===== config.mk =====
export PLATFORM = sky130hd
export DESIGN_NAME = sts_search
export DESIGN_NICKNAME = d
export VERILOG_FILES = /design/src/hw/rtl/sts_pkg.sv /design/src/hw/rtl/sts_search.sv
export SDC_FILE = /design/constraint.sdc
export NUM_CORES = 1
export LEC_CHECK = 0
export ABC_CLOCK_PERIOD_IN_PS = 8100
export BUFFER_PORTS_ARGS = -buffer_cell sky130_fd_sc_hd__buf_2
export CAP_MARGIN = 0
export CORE_ASPECT_RATIO = 0.7
export CORE_MARGIN = 4
export CORE_UTILIZATION = 50
export CTS_CLUSTER_DIAMETER = 50
export DETAILED_ROUTE_END_ITERATION = 6
export PLACE_DENSITY = 0.88
export SYNTH_ARGS = -nofsm -noshare
export SYNTH_HDL_FRONTEND = slang
export SYNTH_SLANG_ARGS = --single-unit

===== constraint.sdc =====
create_clock -name i_clk -period 8.1 [get_ports i_clk]
set_input_delay 1.62 -clock i_clk [delete_from_list [all_inputs] [get_ports i_clk]]
set_output_delay 1.62 -clock i_clk [all_outputs]
set_load 0.02 [all_outputs]

===== src/hw/rtl/sts_pkg.sv =====
// ----------------------------------------------------------------------------
// sts_pkg
// Shared types and constants for the sorted table binary search block.
// ----------------------------------------------------------------------------
package sts_pkg;

    localparam int TABLE_DEPTH   = 1024;
    localparam int ELEMENT_WIDTH = 32;
    localparam int ADDR_W        = $clog2(TABLE_DEPTH);
    localparam int COUNT_W       = $clog2(TABLE_DEPTH + 1);
    localparam int IDX_W         = 10;
    localparam int POS_W         = 10;
    localparam int DATA_W        = 32;

    localparam logic REQ_LOAD   = 1'b0;
    localparam logic REQ_SEARCH = 1'b1;

    typedef struct packed {
        logic                     req_type;
        logic [IDX_W-1:0]         entry_index;
        logic signed [DATA_W-1:0] data_value;
    } t_req;

    typedef struct packed {
        logic             found;
        logic [POS_W-1:0] match_position;
    } t_rsp;

    typedef struct packed {
        logic                            we;
        logic [ADDR_W-1:0]               waddr;
        logic signed [ELEMENT_WIDTH-1:0] wdata;
        logic [ADDR_W-1:0]               raddr;
    } t_ram_req;

endpackage


===== src/hw/rtl/sts_search.sv =====
// ----------------------------------------------------------------------------
// sts_search
// Sequencer for table loads and the halving search, one compare per cycle.
// ----------------------------------------------------------------------------
module sts_search
    import sts_pkg::*;
(
    input  logic                            i_clk,
    input  logic                            i_rst_n,
    input  logic                            i_start,
    input  t_req                            i_req,
    input  logic [COUNT_W-1:0]              i_elem_count,
    input  logic signed [ELEMENT_WIDTH-1:0] i_rd_data,
    output logic                            o_busy,
    output t_ram_req                        o_ram,
    output logic                            o_done,
    output t_rsp                            o_rsp
);

    typedef enum logic {
        S_IDLE,
        S_CMP
    } t_state;

    t_state                          r_state, n_state;
    logic [COUNT_W-1:0]              r_low, n_low;
    logic [COUNT_W-1:0]              r_high, n_high;
    logic [ADDR_W-1:0]               r_mid, n_mid;
    logic signed [ELEMENT_WIDTH-1:0] r_key;

    logic [COUNT_W-1:0] eff_count;
    logic [COUNT_W-1:0] first_high;
    logic [COUNT_W:0]   range_sum;
    logic [COUNT_W-1:0] mid_up;
    logic [COUNT_W-1:0] mid_dn;
    logic               is_search;

    assign eff_count  = (32'(i_elem_count) > TABLE_DEPTH) ? COUNT_W'(TABLE_DEPTH)
                                                          : i_elem_count;
    assign first_high = eff_count - COUNT_W'(1);
    assign mid_up     = COUNT_W'(r_mid) + COUNT_W'(1);
    assign mid_dn     = COUNT_W'(r_mid) - COUNT_W'(1);
    assign is_search  = (i_req.req_type == REQ_SEARCH);

    always_comb begin
        n_state   = r_state;
        n_low     = r_low;
        n_high    = r_high;
        n_mid     = r_mid;
        o_done    = 1'b0;
        o_rsp     = '0;
        o_ram.we    = 1'b0;
        o_ram.waddr = i_req.entry_index[ADDR_W-1:0];
        o_ram.wdata = ELEMENT_WIDTH'(i_req.data_value);
        range_sum   = '0;

        case (r_state)
            S_IDLE: begin
                n_low  = '0;
                n_high = first_high;
                n_mid  = ADDR_W'(first_high >> 1);
                if (i_start) begin
                    if (!is_search) begin
                        o_ram.we = (32'(i_req.entry_index) < TABLE_DEPTH);
                    end else if (eff_count == '0) begin
                        o_done = 1'b1;
                    end else begin
                        n_state = S_CMP;
                    end
                end
            end
            S_CMP: begin
                if (i_rd_data == r_key) begin
                    o_done             = 1'b1;
                    o_rsp.found        = 1'b1;
                    o_rsp.match_position = POS_W'(r_mid);
                    n_state            = S_IDLE;
                end else if (i_rd_data < r_key) begin
                    n_low = mid_up;
                    if (mid_up > r_high) begin
                        o_done  = 1'b1;
                        n_state = S_IDLE;
                    end
                end else begin
                    n_high = mid_dn;
                    if ((r_mid == '0) || (r_low > mid_dn)) begin
                        o_done  = 1'b1;
                        n_state = S_IDLE;
                    end
                end
                range_sum = (COUNT_W + 1)'(n_low) + (COUNT_W + 1)'(n_high);
                n_mid     = ADDR_W'(range_sum >> 1);
            end
            default: begin
                n_state = S_IDLE;
            end
        endcase

        o_ram.raddr = n_mid;
    end

    assign o_busy      = (r_state != S_IDLE);

    always_ff @(posedge i_clk) begin
        if (!i_rst_n) begin
            r_state <= S_IDLE;
        end else begin
            r_state <= n_state;
        end
        r_low  <= n_low;
        r_high <= n_high;
        r_mid  <= n_mid;
        if (i_start) begin
            r_key <= ELEMENT_WIDTH'(i_req.data_value);
        end
    end

endmodule


==> impl_metrics.csv <==
group,metric,value,unit
synthesis,synth_ff_type,"dfxtp_1",
synthesis,syn-num-nets,719,
critical_path,worstPathArrival,5.68,ns
cells_and_area,areaGrowthSynthToFinish,15.2,%
floorplan,die_area,11800,um2
place,dpl.hpwl,11.1,mm
global_route,grt_pass1_wl,21.9,mm
cts,worstSkewPairLatency,0.33,ns
synthesis,netlist.top_cell.by_area,"edfxtp_1",
synthesis,async_flop_share,0,%
power,internal-power,0.000881,W
floorplan,core.rowCount,30,
cells_and_area,multiInputGateArea,2840,um2
floorplan,top_level_ports,155,
detailed_routing,dr.first_iter.drc_count,380,
cells_and_area,fill_cells,863,
critical_path,endpoint_kind,"primary output",
timing,fin_crit,7.30,ns
timing,finalCritPeriodShare,90.1,%
power,switching_share,39.2,%
timing,drv_slew,0,
cts,cts_buffer_depth,2,
floorplan,die_x,128,um
synthesis,synth_mux_area_share,2.65,%
synthesis,syn_inst,563,
cts,cts_resized,0,
global_route,grt.total_usage,23.3,%
place,dpl.cell_count,770,
cts,cts-root-buf,"clkbuf_16",
detailed_routing,wl_per_cell,17.4,um
detailed_routing,postRouteAntennaNets,0,
power,power_density,249,nW/um2
floorplan,core-area,9760,um2
cts,cts_buffers,9,
synthesis,synth-edff-count,32,
detailed_routing,drc,0,
run,maxCapViolCount,0,
place,io_buffers,134,
worst_hold_path,hold_path_class,"reg -> reg",
synthesis,ys_seq_elements,65,
detailed_routing,viasPerCell,5.59,
cts,tritoncts,"done",
synthesis,synth_commonest_cells,"66 x ha_1, 57 x inv_1, 42 x buf_4, 41 x nand2_1, 37 x a21oi_1",
timing,setup_ws,0.799,ns
cells_and_area,antennaDiodeCount,0,
status,status,"finished clean",
cells_and_area,nets,809,
timing,relSlewSlack,49.5,%
power,power.leakage,2.82,nW
timing,worstMarginPinSlew,0.758,ns
synthesis,ys_seq_area_share,32.1,%
synthesis,synth_simple_gate_area_share,16.6,%
critical_path,critPathMaxFanout,16,
timing,finalSetupViolCount,0,
timing,setup-tns-final,0,ns
place,gp_congestion,0.999,
synthesis,netlist_top_cells_area,"edfxtp_1 19%, ha_1 16%, dfxtp_1 13%",
floorplan,die_h,92.0,um
global_route,antenna_found_initial,0,
detailed_routing,vias,4393,
cells_and_area,final_core_util,59.6,%
synthesis,yosysWarnings,0,
critical_path,critical_path_required,6.48,ns
critical_path,path_class,"in -> out",
power,pwr-share-comb,43.0,%
synthesis,synth_compound_area_share,14.6,%
timing,clock-skew-final,0.00404,ns
power,peakVddDrop,139,uV
floorplan,initial_core_util,51.7,%
cts,ctsHtreeMaxLevel,3,
synthesis,synth_top_family_by_area,"adder cells",
global_route,grt-ovfl-total,0,
global_route,grt_pass1_vias,4508,
cts,cts_sinks,65,
place,preCtsSetupSlack,0.844,ns
power,p_seq_share,30.4,%
synthesis,yosys.area_share.adder,17.0,%
cts,cts_setup_buffers,0,
power,p_switching,0.000569,W
global_route,grt_max_degree,42,
synthesis,synth_area,5040,um2
synthesis,syn_avg_cell_area,8.96,um2
cells_and_area,drive_gt1_share,26.6,%
critical_path,start_kind,"input port",
synthesis,synth_xor_area_share,5.38,%
synthesis,ys_types,59,
synthesis,synth_top_area_share,19.0,%
cts,holdBufCountCts,0,
cells_and_area,instances_no_fill,786,
cells_and_area,seq_area,1620,um2
detailed_routing,drt_first_pass_iters,5,
cts,path_clk_slew,0.06,ns
timing,finalHoldViolations,0,
power,pwr-share-clk,26.6,%
timing,rsz0062_at_grt,"no",
timing,fmax,0.137,GHz
synthesis,synth.most_common_cell,"ha_1",
detailed_routing,wl,13.7,mm
## per-layer routing
layer / GRT usage (%) / vias up / wire, um
li1: - / 2126 / -
met1: 30.7 / 2042 / 5920
met2: 39.0 / 199 / 6420
met3: 3.84 / 26 / 1120
met4: 7.33 / 0 / 252
met5: 0 / - / 0
## flip-flops by register name (all words and copies together) (netlist names)
name and cells:
r_mid 10, o_busy 1, r_low 11, r_key 32, r_high 11
## cell families after synthesis
kind of cell	count (synthesis)
xor+xnor	31
compound gates	114
buf+inv	114
mux	12
flops	65
simple gates	159
fa+ha+maj	68
## critical path, cell delays in order
cell and delay, ns:
buf_2 0.10, ha_1 0.35, nand4_2 0.16, nor3_4 0.31
nand4_2 0.19, and3_1 0.23, and3_4 0.20, nor2_8 0.28
mux2_2 0.42, fa_1 0.47, a21oi_1 0.20, maj3_2 0.28
o21bai_1 0.11, a21oi_1 0.20, xnor2_1 0.09, a21oi_1 0.23
buf_2 0.22
## final timing paths
kind	end	cells after the start	slack, ns	startpoint
max	o_ram[5]	17	0.80	i_rd_data[31]
min	r_low[0]	2	0.53	r_low[0]
max reg2reg	r_mid[5]	16	3.92	r_key[31]
min reg2reg	r_low[0]	2	0.53	r_low[0]
## power groups by stage
stage	Clock [W]	Sequential (W)	Combinational [W]
6_report	0.000386	0.000440	0.000624
5_1_grt	0.000402	0.000443	0.000687
4_1_cts	0.000389	0.000437	0.000615
3_5_place_dp	0	0.000444	0.000605
3_3_place_gp	0	0.000443	0.000580
2_1_floorplan	0	0.000411	0.000475
## through the flow
step	instance area [um2]	hold WS, ns	power, W
6_report	5810	0.533	0.00145
3_5_place_dp	5520	0.506	0.00105
2_1_floorplan	5040	0.478	0.000885
4_1_cts	5810	0.520	0.00144
5_1_grt	5810	0.548	0.00153
3_3_place_gp	5520	0.501	0.00102
## final cells by class
cell class	count	share of cell area [%]
inverter	57	3.68
timing repair buffer	136	11.8
multi-input combinational	384	48.8
tap	128	2.76
sequential	65	27.9
clock buffer	9	3.87
clock inverter	7	1.21
## cell usage in the layout, fill, tap and decap left out, types with 6 or more instances in the layout
master	instances
buf_2	134
and2_1	21
a21o_1	9
o21ai_0	22
clkbuf_16	9
nor2_1	27
edfxtp_1	32
dfxtp_1	33
nor3_1	14
and3_1	6
inv_1	57
mux2_2	8
nand3_1	16
xor2_1	9
xnor2_1	22
nand4_1	11
a21oi_1	37
o21a_1	11
ha_1	66
nand2_1	41
Note: power is estimated with default switching activity, not from simulation.
